### src/hw/rtl/erv_pkg.sv
// ----------------------------------------------------------------------------
// erv_pkg: shared types and constants for the Euler rotation block
// Field widths, the transfer payload structs and the classified item passed
// from the front end to the datapath.
// ----------------------------------------------------------------------------
`default_nettype none

package erv_pkg;

  localparam int COORD_BITS  = 32;
  localparam int ANGLE_BITS  = 16;
  localparam int SPLIT_BITS  = 24;
  localparam int QUEUE_DEPTH = 2;

  typedef struct packed {
    logic signed [COORD_BITS-1:0] in_x;
    logic signed [COORD_BITS-1:0] in_y;
    logic signed [COORD_BITS-1:0] in_z;
    logic signed [ANGLE_BITS-1:0] angle_a;
    logic signed [ANGLE_BITS-1:0] angle_b;
    logic signed [ANGLE_BITS-1:0] angle_c;
  } erv_in_t;

  typedef struct packed {
    logic signed [COORD_BITS-1:0] out_x;
    logic signed [COORD_BITS-1:0] out_y;
    logic signed [COORD_BITS-1:0] out_z;
    logic                         clipped;
  } erv_out_t;

  typedef struct packed {
    logic signed [COORD_BITS-1:0] x;
    logic signed [COORD_BITS-1:0] y;
    logic signed [COORD_BITS-1:0] z;
  } erv_vec_t;

  // Angle split into quadrant and Q0.30 fraction of the quadrant.
  typedef struct packed {
    logic [1:0]  quad;
    logic [29:0] frac;
  } erv_ang_t;

  typedef struct packed {
    erv_vec_t vec;
    erv_ang_t ang_a;
    erv_ang_t ang_b;
    erv_ang_t ang_c;
  } erv_cls_t;

endpackage

`default_nettype wire

### src/hw/rtl/erv_front.sv
// ----------------------------------------------------------------------------
// erv_front: input stage
// Registers each item and splits its angles into quadrant and fraction.
// ----------------------------------------------------------------------------
`default_nettype none

module erv_front import erv_pkg::*; (
  input  logic     clk_i,
  input  logic     rst_ni,
  input  logic     in_valid_i,
  output logic     in_ready_o,
  input  erv_in_t  in_data_i,
  output logic     cls_valid_o,
  input  logic     cls_ready_i,
  output erv_cls_t cls_data_o
);

  function automatic erv_ang_t classify(input logic [ANGLE_BITS-1:0] a);
    erv_ang_t r;
    r.quad = a[ANGLE_BITS-1:ANGLE_BITS-2];
    r.frac = {a[ANGLE_BITS-3:0], {(32 - ANGLE_BITS){1'b0}}};
    return r;
  endfunction

  logic     vld_q;
  erv_cls_t data_q;

  assign in_ready_o  = !vld_q || cls_ready_i;
  assign cls_valid_o = vld_q;
  assign cls_data_o  = data_q;

  always_ff @(posedge clk_i or negedge rst_ni) begin
    if (!rst_ni) begin
      vld_q <= 1'b0;
    end else if (in_ready_o) begin
      vld_q <= in_valid_i;
    end
  end

  always_ff @(posedge clk_i) begin
    if (in_valid_i && in_ready_o) begin
      data_q.vec.x <= in_data_i.in_x;
      data_q.vec.y <= in_data_i.in_y;
      data_q.vec.z <= in_data_i.in_z;
      data_q.ang_a <= classify(in_data_i.angle_a);
      data_q.ang_b <= classify(in_data_i.angle_b);
      data_q.ang_c <= classify(in_data_i.angle_c);
    end
  end

endmodule

`default_nettype wire

### config.mk
export PLATFORM = sky130hd
export DESIGN_NAME = erv_front
export DESIGN_NICKNAME = d
export VERILOG_FILES = /design/src/hw/rtl/erv_pkg.sv /design/src/hw/rtl/erv_front.sv
export SDC_FILE = /design/constraint.sdc
export NUM_CORES = 1
export LEC_CHECK = 0
export BUFFER_PORTS_ARGS = -buffer_cell sky130_fd_sc_hd__buf_2
export CAP_MARGIN = 20
export CORE_AREA = 2 2 133 135
export CTS_CLUSTER_SIZE = 10
export DETAILED_ROUTE_END_ITERATION = 16
export DIE_AREA = 0 0 135 137
export PLACE_DENSITY_LB_ADDON = 0.3
export SETUP_SLACK_MARGIN = 0.1
export SLEW_MARGIN = 20
export SYNTH_ARGS = -nofsm -noshare
export SYNTH_HDL_FRONTEND = slang
export SYNTH_SLANG_ARGS = --single-unit
export TNS_END_PERCENT = 1
### constraint.sdc
create_clock -name clk_i -period 2.1 [get_ports clk_i]
set_input_delay 0.105 -clock clk_i [delete_from_list [all_inputs] [get_ports clk_i]]
set_output_delay 0.105 -clock clk_i [all_outputs]
set_load 0.02 [all_outputs]
==> results by group <==
Routing
  – Detailed router's first-iteration violation count: 86
  – Final WL: approximately 13,000 µm
  – Routed length per instance: roughly 15 µm
  – Via-per-instance ratio: between 3 and 4
  – Drt drc: 0
  – Via total after detailed routing: about 3,400
  – Router iterations before antenna repair: 4
  – Antenna Violating Nets Remaining: 0

Min path
  – End of the worst hold path: cls_data_o[139]$_DFFE_PP_
  – Cells on Worst Hold Path: 2
  – Path type of the worst min-delay path: in -> reg
  – Startpoint of the tightest hold check path: in_data_i[91]

CTS
  – Reg clk slew, reported paths: roughly 0.070 ns
  – CTS resizes: 0
  – CTS Buffer Depth: 2
  – TritonCTS clock tree: done
  – Sinks on the clock net: between 100 and 150
  – Clock root buffer: sky130_fd_sc_hd__clkbuf_16
  – CTS buffer count: 17
  – Clock insertion delay at the later pin of the skew report: 0.41 ns
  – Number of levels in the clock H-tree: 4

Power
  – Power density of the placed cells: ~860 nW/µm²
  – Leakage dissipation: 0.00364 µW
  – Largest vdd supply drop: roughly 540 µV
  – Overall power of the completed layout: just over 7000 µW

Global routing
  – Wire length of the first global-routing pass: a little under 20,000 µm
  – Gr usage total: 14.3%
  – Largest net degree at the start of global routing: 36
  – Number of global-route vias before repair: between 3,000 and 4,000
  – Number of antenna violations at the first check in global routing: 0
  – Total congestion overflow: 0

Yosys
  – Post-synth cell types: 7
  – Yosys warnings: 0
  – Netlist Area Pre-Place: about 4700 µm²
  – Total of flip-flops plus latches after synthesis: 145
  – Average cell area after synthesis: around 24 µm²
  – Leading cell types by total area after synthesis: sky130_fd_sc_hd__edfxtp_1 (91%), sky130_fd_sc_hd__buf_4 (7.6%), sky130_fd_sc_hd__dfrtp_1 (0.53%)
  – Sequential-to-total area share from yosys stat: ~92%
  – Share of Yosys cell area claimed by the top area cell type: about nine tenths
  – Synth area leader: sky130_fd_sc_hd__edfxtp_1
  – Cell count after synthesis: between 150 and 200

Finish
  – Antenna cell count: 0
  – Number of nets at the end of the flow: between 800 and 900
  – Area of all sequential standard cells: around 4400 µm²
  – Share of the core filled with cells: approximately 50%
  – Final cell count without fillers: around 900
  – Filler Cell Count: 1,439
  – Multi-input combinational cell area: between 200 and 250 µm²
  – Share of cells above drive strength 1: a little under 50%
  – Area grow syn2layout: 78.0%

Floorplan
  – Core outline area: roughly 17,000 µm²
  – Floorplan row count: 48
  – Die area: 18,500 µm²
  – Horizontal extent of the die: about 140 µm
  – Die outline height: between 100 and 150 µm
  – Ports: about 340
  – Effective utilization at floorplan: 27.8%

STA
  – Min Clock Period, post-route: 1.52 ns
  – Total setup violations reported at the end of the flow: 0
  – Maximum clock frequency: between 0.6 and 0.7 GHz
  – Hold slack final: between 0.3 and 0.4 ns
  – Setup Skew: 0.00949 ns
  – Final hold viol count: 0
  – Number of max-slew violations in the final report: 0
  – Period Utilization, post-route: around 72%
  – Setup repair after global routing missed its margin: no
  – Sum Neg Setup Slack: 0 ns

Worst setup path
  – Cell Chain, Critical Path: nand2b_4, and2_4, buf_12
  – Minimum setup slack among reg-to-reg paths: roughly 0.58 ns
  – Worst path arrival time: 1.62 ns
  – Critical-path maximum fanout: 35
  – Slowest library cell on the worst path: sky130_fd_sc_hd__dfrtp_2
  – Critical R2R Capture: cls_data_o[98]$_DFFE_PP_
  – Critical path type: reg -> reg
  – Launch point of the worst reg-to-reg path: cls_valid_o$_DFFE_PN0P_
  – CP endpoint kind: register
  – Type of origin of the critical path: register
  – Worst Path Required: between 2 and 2.5 ns
  – Path depth of the worst reg2reg path: 3
  – Maximum cell stage delay along the critical path: around 0.42 ns

Placed design
  – Count of input and output buffers: ~290
  – DPL Wire Length: between 9000 and 10,000 µm
  – Placed cells: around 720
  – Placer congestion estimate: around 0.77

Run status
  – Result of the run: complete, no violations

Run
  – Max cap viols: 0
## Yosys cell counts, drive strengths merged
cell and n:
edfxtp 144, nand2b 2, and2 1, conb 1, dfrtp 1, buf 48
## area by class of cell
class | count | area share [%]
clock inverter | 15 | 1.76
tap | 225 | 3.33
timing repair buffer | 445 | 35.9
clock buffer | 17 | 5.04
multi-input combinational | 51 | 2.47
sequential | 145 | 51.5
## placed cells by master (no fill, tap or decap), drive strengths merged
| master | Yosys | layout |
|---|---|---|
| clkinvlp | 0 | 1 |
| dfrtp | 1 | 1 |
| conb | 1 | 48 |
| clkbuf | 0 | 17 |
| buf | 48 | 297 |
| and2 | 1 | 1 |
| clkinv | 0 | 6 |
| edfxtp | 144 | 144 |
| nand2b | 2 | 2 |
| dlygate4sd3 | 0 | 148 |
| bufinv | 0 | 1 |
| inv | 0 | 7 |
## worst max-delay path: cells and delay by family, from the launching register on
family        cells  cell delay (ns)
simple gates      2             0.48
flops             1             0.42
buf+inv           1             0.27
## registers in the layout, indices dropped and copies added (netlist names)
signal and flops:
cls_valid_o 1, cls_data_o 144
## kinds of logic after synthesis
| group | synth area share, % |
|---|---|
| and+or+nand+nor | 0.607 |
| DFF | 91.7 |
| buffers and inverters | 7.60 |
| other | 0.0791 |
## per-layer routing
layer  track usage [%]  wire length [µm]
met5                 0                 0
met4              7.70               421
met3              5.96              1210
met2              24.7              6840
met1              14.8              4850
## where the power goes
part,switching (µW),total [µW],internal [µW],leakage [µW]
sequential,39.7,3420,3380,0.00138
clock,1250,2920,1670,0.000283
combinational,494,889,395,0.00198
## per-stage QoR
| step | instance area, µm² | setup WS (ns) |
|---|---|---|
| final | 8440 | 0.578 |
| after global placement | 6390 | 0.594 |
| after floorplan | 4920 | 0.0392 |
| after CTS | 8440 | 0.569 |
| after global routing | 8440 | 0.512 |
| after detailed placement | 6390 | 0.587 |
## worst max-delay path by stage
| stage | slack, ns | start | endpoint | cells past startpoint |
|---|---|---|---|---|
| 3_3_place_gp | 0.59 | cls_valid_o$_DFFE_PN0P_ | cls_data_o[61]$_DFFE_PP_ | 3 |
| 5_1_grt | 0.51 | cls_valid_o$_DFFE_PN0P_ | cls_data_o[190]$_DFFE_PP_ | 3 |
| 2_1_floorplan | 0.04 | cls_valid_o$_DFFE_PN0P_ | cls_data_o[100]$_DFFE_PP_ | 2 |
| 6_report | 0.58 | cls_valid_o$_DFFE_PN0P_ | cls_data_o[98]$_DFFE_PP_ | 3 |
| 3_5_place_dp | 0.59 | cls_valid_o$_DFFE_PN0P_ | cls_data_o[62]$_DFFE_PP_ | 3 |
| 4_1_cts | 0.57 | cls_valid_o$_DFFE_PN0P_ | cls_data_o[98]$_DFFE_PP_ | 3 |
## what timing repair did
item                                   in CTS  in global routing
buffers inserted                            0                  0
hold buffers                              148                  0
endpoints found under the hold margin     146                  0
Power figures use the tool's default switching activity.
