<file path="config.mk">
export PLATFORM = sky130hd
export DESIGN_NAME = erv_fifo
export DESIGN_NICKNAME = d
export VERILOG_FILES = /design/src/hw/rtl/erv_fifo.sv
export SDC_FILE = /design/constraint.sdc
export NUM_CORES = 1
export LEC_CHECK = 0
export BUFFER_PORTS_ARGS = -buffer_cell sky130_fd_sc_hd__buf_2
export CAP_MARGIN = 30
export CORE_MARGIN = 3
export CORE_UTILIZATION = 35
export CTS_CLUSTER_DIAMETER = 30
export DETAILED_ROUTE_END_ITERATION = 8
export GPL_TIMING_DRIVEN = 0
export PLACE_DENSITY = 0.58
export SYNTH_ARGS = -nofsm -noshare
export SYNTH_HDL_FRONTEND = slang
export SYNTH_SLANG_ARGS = --single-unit
export TNS_END_PERCENT = 1
</file>
<file path="constraint.sdc">
create_clock -name clk_i -period 1.7 [get_ports clk_i]
set_input_delay 0 -clock clk_i [delete_from_list [all_inputs] [get_ports clk_i]]
set_output_delay 0 -clock clk_i [all_outputs]
set_load 0.01 [all_outputs]
</file>
<file path="src/hw/rtl/erv_fifo.sv">
// ----------------------------------------------------------------------------
// erv_fifo: small register queue
// Decouples the front end from the datapath; fall-through read.
// ----------------------------------------------------------------------------
`default_nettype none

module erv_fifo #(
  parameter int WIDTH = 8,
  parameter int DEPTH = 2
) (
  input  logic             clk_i,
  input  logic             rst_ni,
  input  logic             push_valid_i,
  output logic             push_ready_o,
  input  logic [WIDTH-1:0] push_data_i,
  output logic             pop_valid_o,
  input  logic             pop_ready_i,
  output logic [WIDTH-1:0] pop_data_o
);

  localparam int PW = $clog2(DEPTH);
  localparam int CW = $clog2(DEPTH + 1);

  logic [WIDTH-1:0] mem_q [DEPTH];
  logic [PW-1:0]    wr_ptr_q, wr_ptr_d, rd_ptr_q, rd_ptr_d;
  logic [CW-1:0]    count_q, count_d;
  logic             push, pop;

  assign push_ready_o = (count_q != CW'(DEPTH));
  assign pop_valid_o  = (count_q != '0);
  assign pop_data_o   = mem_q[rd_ptr_q];
  assign push         = push_valid_i & push_ready_o;
  assign pop          = pop_valid_o & pop_ready_i;

  always_comb begin
    wr_ptr_d = wr_ptr_q;
    rd_ptr_d = rd_ptr_q;
    count_d  = count_q;
    if (push) begin
      wr_ptr_d = (wr_ptr_q == PW'(DEPTH - 1)) ? '0 : wr_ptr_q + PW'(1);
    end
    if (pop) begin
      rd_ptr_d = (rd_ptr_q == PW'(DEPTH - 1)) ? '0 : rd_ptr_q + PW'(1);
    end
    if (push && !pop) begin
      count_d = count_q + CW'(1);
    end else if (pop && !push) begin
      count_d = count_q - CW'(1);
    end
  end

  always_ff @(posedge clk_i or negedge rst_ni) begin
    if (!rst_ni) begin
      wr_ptr_q <= '0;
      rd_ptr_q <= '0;
      count_q  <= '0;
    end else begin
      wr_ptr_q <= wr_ptr_d;
      rd_ptr_q <= rd_ptr_d;
      count_q  <= count_d;
    end
  end

  always_ff @(posedge clk_i) begin
    if (push) begin
      mem_q[wr_ptr_q] <= push_data_i;
    end
  end

  assert property (@(posedge clk_i) disable iff (!rst_ni) count_q <= CW'(DEPTH))
    else $error("queue occupancy beyond depth");
  assert property (@(posedge clk_i) disable iff (!rst_ni)
    push && !pop |=> count_q == $past(count_q) + CW'(1))
    else $error("queue count missed a write");
  assert property (@(posedge clk_i) disable iff (!rst_ni)
    pop && !push |=> count_q == $past(count_q) - CW'(1))
    else $error("queue count missed a read");

endmodule

`default_nettype wire

</file>
==> results of run 1 <==
cell usage in the layout (no fill, tap or decap):
master and count:
sky130_fd_sc_hd__inv_1 1, sky130_fd_sc_hd__clkbuf_4 3, sky130_fd_sc_hd__xnor2_1 3, sky130_fd_sc_hd__or2_4 1, sky130_fd_sc_hd__and3_1 1, sky130_fd_sc_hd__nand2_4 1, sky130_fd_sc_hd__ha_1 1, sky130_fd_sc_hd__nand2b_4 1
sky130_fd_sc_hd__dfrtp_1 4, sky130_fd_sc_hd__nor2_1 2, sky130_fd_sc_hd__xor2_1 2, sky130_fd_sc_hd__clkinv_1 1, sky130_fd_sc_hd__dlygate4sd3_1 10, sky130_fd_sc_hd__nand2_1 1, sky130_fd_sc_hd__mux2_2 8, sky130_fd_sc_hd__buf_2 22
sky130_fd_sc_hd__edfxtp_1 16
critical path, stage by stage, from the launching register on:
cell	delay (ns)
sky130_fd_sc_hd__dfrtp_1	0.43
sky130_fd_sc_hd__nand2b_4	0.16
sky130_fd_sc_hd__nand2_1	0.10
sky130_fd_sc_hd__nor2_1	0.55
per-layer routing:
layer | part of all wire (%) | vias to the layer above
met1 | 45 | 209
li1 | - | 223
met5 | 0 | -
met2 | 48 | 14
met3 | 6.8 | 0
met4 | 0 | 0
cell type report:
| cell class | count | area [um^2] | area share, % |
|---|---|---|---|
| Buffer | 1 | 5.00 | 0.476 |
| Clock buffer | 3 | 22.5 | 2.14 |
| Clock inverter | 1 | 3.75 | 0.357 |
| Inverter | 1 | 3.75 | 0.357 |
| Multi-Input combinational cell | 21 | 198 | 18.8 |
| Sequential cell | 20 | 581 | 55.2 |
| Tap cell | 27 | 33.8 | 3.21 |
| Timing Repair Buffer | 31 | 205 | 19.5 |
power by group:
part | switching [mW] | total [mW] | internal [mW]
combinational | 0.294 | 0.605 | 0.310
clock | 0.133 | 0.218 | 0.0853
sequential | 0.0624 | 0.747 | 0.685
total | 0.490 | 1.57 | 1.08
kinds of logic (layout without fill, tap and decap cells):
family	Yosys count	count (layout)
adder cells (fa/ha/maj)	1	1
AND/OR/NAND/NOR	7	7
XOR/XNOR	5	5
multiplexers	8	8
buffers and inverters	2	37
flip-flops	20	20
state kept, by name, indices dropped and copies added (netlist names):
register,flops
count_q,2
wr_ptr_q,1
rd_ptr_q,1
mem_q,16
path summary, 6_finish.rpt:
| check | endpoint | slack, ns | cells past startpoint |
|---|---|---|---|
| max | mem_q[0][6] | 0.12 | 3 |
| min reg2reg | wr_ptr_q | 0.50 | 1 |
| min | wr_ptr_q | 0.02 | 3 |
| max reg2reg | mem_q[0][6] | 0.12 | 3 |
| min in group asynchronous | count_q[0] | 0.04 | 2 |
| max in group asynchronous | count_q[1] | 1.54 | 2 |
==> flow_metrics.env, run 1 <==
export IMPL_critical_path_startpoint_category="register"
export IMPL_synthesis_nets=56
export IMPL_die_height_um=53.4
export IMPL_post_synth_most_frequent_cells="sky130_fd_sc_hd__edfxtp_1 (16), sky130_fd_sc_hd__mux2_2 (8), sky130_fd_sc_hd__dfrtp_1 (4), sky130_fd_sc_hd__xnor2_1 (3)"
export IMPL_detail_route_iter0_violations=11
export IMPL_final_nets=92
export IMPL_routed_via_count=446
export IMPL_min_from="push_valid_i"
export IMPL_layer_with_the_highest_usage_after_global_routing="met2"
export IMPL_endpoint_kind="register"
export IMPL_remaining_drc_errors=0
export IMPL_hold_violations=0
export IMPL_yosys_area_top_type_share_pct=61.0
export IMPL_utilization_pct=51.5
export IMPL_worst_skew_pair_late_latency_ns=0.29
export IMPL_slew_viol_final=0
export IMPL_postSynth_asyncResetShare_pct=20.0
export IMPL_global_route_wire_length_before_repair_mm=1.93
export IMPL_yosys_area_top_type="sky130_fd_sc_hd__edfxtp_1"
export IMPL_place_ws_ns=0.117
export IMPL_port_buffers=21
export IMPL_worstMarginPinSlew_ns=0.690
export IMPL_antenna_found_initial=0
export IMPL_finalSetupViolations=0
export IMPL_grt_util_all_layers_pct=9.95
export IMPL_fin_ws_ns=0.117
export IMPL_core_footprint_mm2=0.00204
export IMPL_max_vdd_ir_drop_mv=0.739
export IMPL_rr_startpoint="count_q[0]"
export IMPL_starting_density_pct=38.5
export IMPL_post_place_cells=91
export IMPL_number_of_buffers_inserted_for_hold_repair_after_clock_tree_synthesis=10
export IMPL_groute_layer_met2_usage_pct=16.3
export IMPL_htree_levels=1
export IMPL_synth_simple_area_share_pct=6.52
export IMPL_fin_skew_ns=0.00406
export IMPL_max_clock_freq_ghz=0.632
export IMPL_grtUsageMet1_pct=11.3
export IMPL_cts_reportedPaths_clkPinSlew_ns=0.10
export IMPL_min_hold_slack_ns=0.0243
export IMPL_die_width_um=53.4
export IMPL_detail_route_first_pass_iterations=4
export IMPL_synth_enable_flop_cells=16
export IMPL_post_synth_xor_area_fraction_pct=5.56
export IMPL_fin_setup_tns_ns=0
export IMPL_clock_sink_count=20
export IMPL_wl_mm=1.22
export IMPL_slew_limit_headroom_pct=53.8
export IMPL_rows=16
export IMPL_highest_fanout_seen_on_the_critical_path=8
export IMPL_synth_cell_area_um2=787
export IMPL_unrepaired_setup_endpoints_after_global_routing="no"
export IMPL_synth_most_common_cell="sky130_fd_sc_hd__edfxtp_1"
export IMPL_viasPerCell=4.25
export IMPL_globalRoute_totalOverflow=0
export IMPL_timing_final_crit_period_ns=1.58
export IMPL_synth_seq_cells=20
export IMPL_synth_compound_area_share_pct=0
export IMPL_setup_worst_path_class="register to register"
export IMPL_cp_data_arrival_time_ns=1.52
export IMPL_area_growth_syn_to_layout_pct=33.7
export IMPL_nFillCells=180
export IMPL_yosys_most_used_dff="sky130_fd_sc_hd__edfxtp_1"
export IMPL_final_antenna_net_count=0
export IMPL_insertedDiodeCount=0
export IMPL_post_cts_buffers=0
export IMPL_use_met3_pct=3.38
export IMPL_finalCritPeriodShare_pct=93.1
export IMPL_total_power_mw=1.57
export IMPL_synth_avg_cell_area_um2=18.3
export IMPL_power_density_mw_per_mm2=1490
export IMPL_number_of_i_o_pins=22
export IMPL_gp_routability_congestion=0.658
export IMPL_cp_data_required_time_ns=1.63
export IMPL_stdcell_area_mm2=0.00105
export IMPL_clock_tree_buffer_depth=2
export IMPL_post_route_cells_drive_above_1_share_pct=46.2
export IMPL_synth_seq_area_share_pct=73.8
export IMPL_cts_inserted_buffers=3
export IMPL_finished_layout_cells=105
export IMPL_p_leak_nw=0.429
export IMPL_netlist_top_cells_area="sky130_fd_sc_hd__edfxtp_1 (61%), sky130_fd_sc_hd__dfrtp_1 (13%), sky130_fd_sc_hd__mux2_2 (11%), sky130_fd_sc_hd__xnor2_1 (3.3%), sky130_fd_sc_hd__xor2_1 (2.2%)"
export IMPL_status="finished clean"
export IMPL_netlist_instances=43
export IMPL_synth_top_family_by_area="multiplexers"
export IMPL_die_area_mm2=0.00285
export IMPL_synth_yosys_warnings=0
export IMPL_root_driver="sky130_fd_sc_hd__clkbuf_4"
export IMPL_via_count_of_the_first_global_routing_pass=466
export IMPL_timing_critical_path_from="count_q[0]"
export IMPL_detailed_place_hpwl_um=794
export IMPL_post_synth_fa_ha_maj_area_fraction_pct=1.59
export IMPL_holdCritPathClass="input pin to register"
export IMPL_cts_resized=0
export IMPL_placedInstanceArea_um2=926
export IMPL_wl_per_cell_um=11.6
export IMPL_synth_cell_types=14
export IMPL_yosys_mux_area_fraction_pct=11.4
export IMPL_maxCapViolations=0
export IMPL_grt_max_degree=12
export IMPL_cts_tree="yes"
(Power assumes the default switching activity.)
==> inputs of run 2 (changes only) <==
Settings changed: CORE_ASPECT_RATIO set to 1.2, RECOVER_POWER set to 50.
==> flow_metrics.env, run 2 (same netlist as run 1, synthesis figures left out) <==
export IMPL_cts_reportedPaths_clkPinSlew_ns=0.10
export IMPL_slowest_delay_ns=0.43
export IMPL_rows=18
export IMPL_wl_per_cell_um=11.0
export IMPL_via_count_of_the_first_global_routing_pass=497
export IMPL_setup_worst_path_class="register to register"
export IMPL_cp_data_required_time_ns=1.91
export IMPL_highest_fanout_seen_on_the_critical_path=4
export IMPL_critical_path_cell_by_cell="nand2b_1 -> nand2_1 -> inv_1 -> ha_1 -> nor2_1 -> xor2_1"
export IMPL_viasPerCell=4.16
export IMPL_unrepaired_setup_endpoints_after_global_routing="no"
export IMPL_power_density_mw_per_mm2=1470
export IMPL_largestRegisters="mem_q: 16 flops, count_q: 2 flops"
export IMPL_maxCapViolations=0
export IMPL_post_route_cells_drive_above_1_share_pct=30.8
export IMPL_nFillCells=208
export IMPL_global_route_wire_length_before_repair_mm=1.99
export IMPL_hold_violations=0
export IMPL_largest_register_ff_count=16
export IMPL_slew_limit_headroom_pct=70.6
export IMPL_multiInputGateArea_um2=190
export IMPL_place_ws_ns=0.0579
export IMPL_routed_via_count=449
export IMPL_die_height_um=57.9
export IMPL_cp_data_arrival_time_ns=1.68
export IMPL_critical_path_s_top_delay_family="simple AND/OR/NAND/NOR gates"
export IMPL_starting_density_pct=37.6
export IMPL_wl_mm=1.19
export IMPL_grt_max_degree=12
export IMPL_max_vdd_ir_drop_mv=0.740
export IMPL_grt_util_all_layers_pct=9.38
export IMPL_slew_viol_final=0
export IMPL_clock_tree_buffer_depth=2
export IMPL_clock_sink_count=20
export IMPL_timing_final_crit_period_ns=1.47
export IMPL_cts_inserted_buffers=3
export IMPL_final_nets=92
export IMPL_cpMaxStageDelayCell="sky130_fd_sc_hd__dfrtp_1"
export IMPL_most_common_cell_after_layout_fill_and_taps_aside="sky130_fd_sc_hd__edfxtp_1"
export IMPL_layout_area_seq_um2=581
export IMPL_endpoint_kind="register"
export IMPL_remaining_drc_errors=0
export IMPL_fin_setup_tns_ns=0
export IMPL_insertedDiodeCount=0
export IMPL_finalCritPeriodShare_pct=86.5
export IMPL_worst_skew_pair_late_latency_ns=0.28
export IMPL_core_footprint_mm2=0.00209
export IMPL_finalSetupViolations=0
export IMPL_holdCritPathClass="input pin to register"
export IMPL_root_driver="sky130_fd_sc_hd__clkbuf_4"
export IMPL_critical_path_n_buffers_inverters=1
export IMPL_status="finished clean"
export IMPL_cts_tree="yes"
export IMPL_gp_routability_congestion=0.653
export IMPL_area_growth_syn_to_layout_pct=31.5
export IMPL_fin_ws_ns=0.229
export IMPL_die_area_mm2=0.00286
export IMPL_fin_skew_ns=0.00263
export IMPL_worstMarginPinSlew_ns=0.440
export IMPL_globalRoute_totalOverflow=0
export IMPL_p_leak_nw=0.393
export IMPL_mostFrequentLayoutCells="sky130_fd_sc_hd__edfxtp_1 (16), sky130_fd_sc_hd__clkbuf_1 (12), sky130_fd_sc_hd__buf_2 (11), sky130_fd_sc_hd__dlygate4sd3_1 (10), sky130_fd_sc_hd__mux2_2 (8)"
export IMPL_max_clock_freq_ghz=0.680
export IMPL_detail_route_iter0_violations=0
export IMPL_critical_path_startpoint_category="register"
export IMPL_die_width_um=49.3
export IMPL_port_buffers=21
export IMPL_number_of_i_o_pins=22
export IMPL_final_antenna_net_count=0
export IMPL_detailed_place_hpwl_um=839
export IMPL_registers_top_by_ff_count="mem_q"
export IMPL_detail_route_first_pass_iterations=1
export IMPL_antenna_found_initial=0
export IMPL_htree_levels=1
run 2: cell types whose count changed in the layout (fill, tap and decap cells not counted):
cell                       change
sky130_fd_sc_hd__nor2_1        -1
sky130_fd_sc_hd__or2_0         +1
sky130_fd_sc_hd__clkinv_1      -1
sky130_fd_sc_hd__nand2b_1      +1
sky130_fd_sc_hd__nor2_2        +1
sky130_fd_sc_hd__clkbuf_1     +12
sky130_fd_sc_hd__or2_4         -1
sky130_fd_sc_hd__buf_2        -11
sky130_fd_sc_hd__nand2b_4      -1
run 2: where the power goes:
group / total (mW) / leakage [nW] / internal [mW] / switching [mW]
logic: 0.566 / 0.182 / 0.279 / 0.287
registers: 0.741 / 0.195 / 0.685 / 0.0563
clock network: 0.215 / 0.0150 / 0.0909 / 0.124
run 2: path summary, 6_finish.rpt:
path,startpoint,slack [ns],to,depth (start not counted)
min reg2reg,count_q[1],0.51,count_q[1],1
max,count_q[0],0.23,count_q[1],6
min,push_valid_i,0.05,wr_ptr_q,3
max reg2reg,count_q[0],0.23,count_q[1],6
max in group asynchronous,rst_ni,1.43,rd_ptr_q,2
min in group asynchronous,rst_ni,0.07,count_q[0],2
run 2: timing repair:
item | CTS | global route
endpoints found under the hold margin | 21 | 0
hold buffers | 10 | 0
setup endpoints to repair | 0 | 8
gates resized for setup | 0 | 1
setup buffers | 0 | 0
run 2: worst min-delay path, stage by stage:
cell	delay, ns
sky130_fd_sc_hd__buf_2	0.10
sky130_fd_sc_hd__nand2_1	0.11
sky130_fd_sc_hd__xnor2_1	0.08
run 2: through the flow:
step	hold WS [ns]	util (%)	total power, mW	instance area (um^2)	instances
global route	0.0674	49.4	1.62	1030	108
detailed placement	-0.183	44.4	1.35	930	94
finish	0.0458	49.4	1.52	1030	108
global placement	-0.187	44.4	1.34	930	94
CTS	0.0244	50.4	1.59	1060	108
floorplan	-0.296	-	1.17	787	43
run 2: routing by layer:
layer,track usage (%),share of wire [%],wire length (um),vias to the layer above
met1,9.15,39,469,212
met5,0,0,0,-
met3,2.57,5.0,59,0
met2,18.4,55,659,14
li1,-,-,-,223
met4,3.66,0,0,0
run 2: area by class of cell:
| type | instances | area share (%) |
|---|---|---|
| plain buffers | 1 | 0.484 |
| flip-flops and latches | 20 | 56.1 |
| multi-input cells | 21 | 18.4 |
| clock buffers | 4 | 2.54 |
| well taps | 30 | 3.63 |
| repair buffers | 31 | 18.5 |
| inverters | 1 | 0.363 |
==> inputs of run 3 (changes only) <==
Settings changed: CORE_UTILIZATION 35 to 48, CTS_CLUSTER_SIZE set to 30, PLACE_DENSITY 0.58 to 0.75, TNS_END_PERCENT 1 to 10.
==> flow_metrics.env, run 3 (same netlist as run 1, synthesis figures left out) <==
export IMPL_status="finished clean"
export IMPL_fin_skew_ns=0.00947
export IMPL_root_driver="sky130_fd_sc_hd__clkbuf_4"
export IMPL_largest_register_ff_count=16
export IMPL_holdCritPathClass="input pin to register"
export IMPL_max_clock_freq_ghz=0.674
export IMPL_final_nets=92
export IMPL_final_antenna_net_count=0
export IMPL_remaining_drc_errors=0
export IMPL_finalSetupViolations=0
export IMPL_detailed_place_hpwl_um=850
export IMPL_grt_max_degree=12
export IMPL_core_footprint_mm2=0.00148
export IMPL_clock_tree_buffer_depth=2
export IMPL_gp_routability_congestion=0.661
export IMPL_grt_util_all_layers_pct=12.5
export IMPL_power_share_switching_pct=30.9
export IMPL_netSwitchingPower_uw=472
export IMPL_critical_path_startpoint_category="register"
export IMPL_maxCapViolations=0
export IMPL_timing_final_crit_period_ns=1.48
export IMPL_max_vdd_ir_drop_mv=0.893
export IMPL_worst_skew_pair_late_latency_ns=0.28
export IMPL_viasPerCell=4.80
export IMPL_post_route_cells_drive_above_1_share_pct=32.1
export IMPL_die_height_um=50.4
export IMPL_seq_power_share_pct=48.6
export IMPL_comb_power_share_pct=37.4
export IMPL_die_area_mm2=0.00216
export IMPL_most_common_cell_after_layout_fill_and_taps_aside="sky130_fd_sc_hd__edfxtp_1"
export IMPL_number_of_i_o_pins=22
export IMPL_cts_reportedPaths_clkPinSlew_ns=0.10
export IMPL_via_count_of_the_first_global_routing_pass=473
export IMPL_endpoint_kind="register"
export IMPL_clock_sink_count=20
export IMPL_port_buffers=21
export IMPL_routed_via_count=456
export IMPL_wl_per_cell_um=12.7
export IMPL_cts_inserted_buffers=3
export IMPL_detail_route_first_pass_iterations=2
export IMPL_cts_tree="yes"
export IMPL_largestRegisters="mem_q: 16 flops, count_q: 2 flops"
export IMPL_power_density_mw_per_mm2=1500
export IMPL_finished_layout_cells=95
export IMPL_clkPwrFrac_pct=14.0
export IMPL_insertedDiodeCount=0
export IMPL_p_leak_nw=0.395
export IMPL_internal_power_mw=1.05
export IMPL_slew_viol_final=0
export IMPL_starting_density_pct=53.1
export IMPL_die_width_um=43.0
export IMPL_cp_data_required_time_ns=1.90
export IMPL_global_route_wire_length_before_repair_mm=2.01
export IMPL_antenna_found_initial=0
export IMPL_registers_top_by_ff_count="mem_q"
export IMPL_area_growth_syn_to_layout_pct=29.6
export IMPL_unrepaired_setup_endpoints_after_global_routing="no"
export IMPL_detail_route_iter0_violations=2
export IMPL_cp_data_arrival_time_ns=1.69
export IMPL_htree_levels=1
export IMPL_post_place_cells=81
export IMPL_hold_violations=0
export IMPL_setup_worst_path_class="register to register"
export IMPL_finalCritPeriodShare_pct=87.3
export IMPL_mostFrequentLayoutCells="sky130_fd_sc_hd__edfxtp_1 (16), sky130_fd_sc_hd__buf_2 (12), sky130_fd_sc_hd__clkbuf_1 (10), sky130_fd_sc_hd__dlygate4sd3_1 (10), sky130_fd_sc_hd__mux2_2 (8)"
export IMPL_fin_setup_tns_ns=0
export IMPL_rows=15
export IMPL_worstMarginPinSlew_ns=0.427
export IMPL_globalRoute_totalOverflow=0
export IMPL_highest_fanout_seen_on_the_critical_path=4
export IMPL_wl_mm=1.21
export IMPL_slew_limit_headroom_pct=71.5
-- run 3: metrics by stage --
| step | setup slack [ns] | hold slack [ns] | total power, mW | area, um^2 | utilization [%] |
|---|---|---|---|---|---|
| 3_3_place_gp | 0.116 | -0.185 | 1.34 | 913 | 61.6 |
| 6_report | 0.215 | 0.0424 | 1.53 | 1020 | 68.8 |
| 2_1_floorplan | 0.314 | -0.296 | 1.17 | 787 | - |
| 3_5_place_dp | 0.100 | -0.186 | 1.35 | 913 | 61.6 |
| 4_1_cts | 0.0820 | 0.0170 | 1.59 | 1040 | 70.1 |
| 5_1_grt | 0.110 | 0.0624 | 1.63 | 1020 | 68.8 |
-- run 3: critical path, cell delays in order (launching register included) --
cell and delay (ns):
sky130_fd_sc_hd__dfrtp_1 0.43, sky130_fd_sc_hd__nand2b_1 0.19, sky130_fd_sc_hd__nand2_1 0.14, sky130_fd_sc_hd__inv_1 0.06, sky130_fd_sc_hd__ha_1 0.31, sky130_fd_sc_hd__nor2_1 0.14
sky130_fd_sc_hd__xor2_1 0.15
-- run 3: power by group through the flow --
stage | clock [mW] | combinational [mW] | sequential (mW)
5_1_grt | 0.244 | 0.627 | 0.757
3_3_place_gp | 0 | 0.583 | 0.756
3_5_place_dp | 0 | 0.593 | 0.761
2_1_floorplan | 0 | 0.425 | 0.745
4_1_cts | 0.220 | 0.615 | 0.751
6_report | 0.214 | 0.571 | 0.742
-- run 3: final cells by class --
cell class / count / area [um^2]
clock buffer: 4 / 26.3
buffer: 1 / 5.00
sequential: 20 / 581
tap: 17 / 21.3
multi-input combinational: 21 / 190
fill: 114 / 463
timing repair buffer: 31 / 193
inverter: 1 / 3.75
-- run 3: worst paths after layout --
kind	startpoint	end	slack [ns]	cells after the start
worst min register to register	count_q[1]	count_q[1]	0.51	1
max in group asynchronous	rst_ni	rd_ptr_q	1.43	2
worst min-delay path	push_valid_i	wr_ptr_q	0.04	3
min in group asynchronous	rst_ni	wr_ptr_q	0.07	2
worst max register to register	count_q[0]	count_q[1]	0.22	6
worst max-delay path	count_q[0]	count_q[1]	0.22	6
-- run 3: repair_timing --
item                                    4_1_cts  5_1_grt
hold buffers                                 10        0
buffers inserted                              0        0
endpoints found under the hold margin        21        0
endpoints found under the setup margin        0        8
resized for setup                             0        1
-- run 3: per-layer routing --
layer / vias up / wire (um) / share of wire (%) / track usage (%)
met1: 214 / 499 / 41 / 14.8
met4: 0 / 0 / 0 / 1.51
met2: 14 / 638 / 53 / 23.0
li1: 228 / - / - / -
met3: 0 / 72 / 6.0 / 3.58
met5: - / 0 / 0 / 0
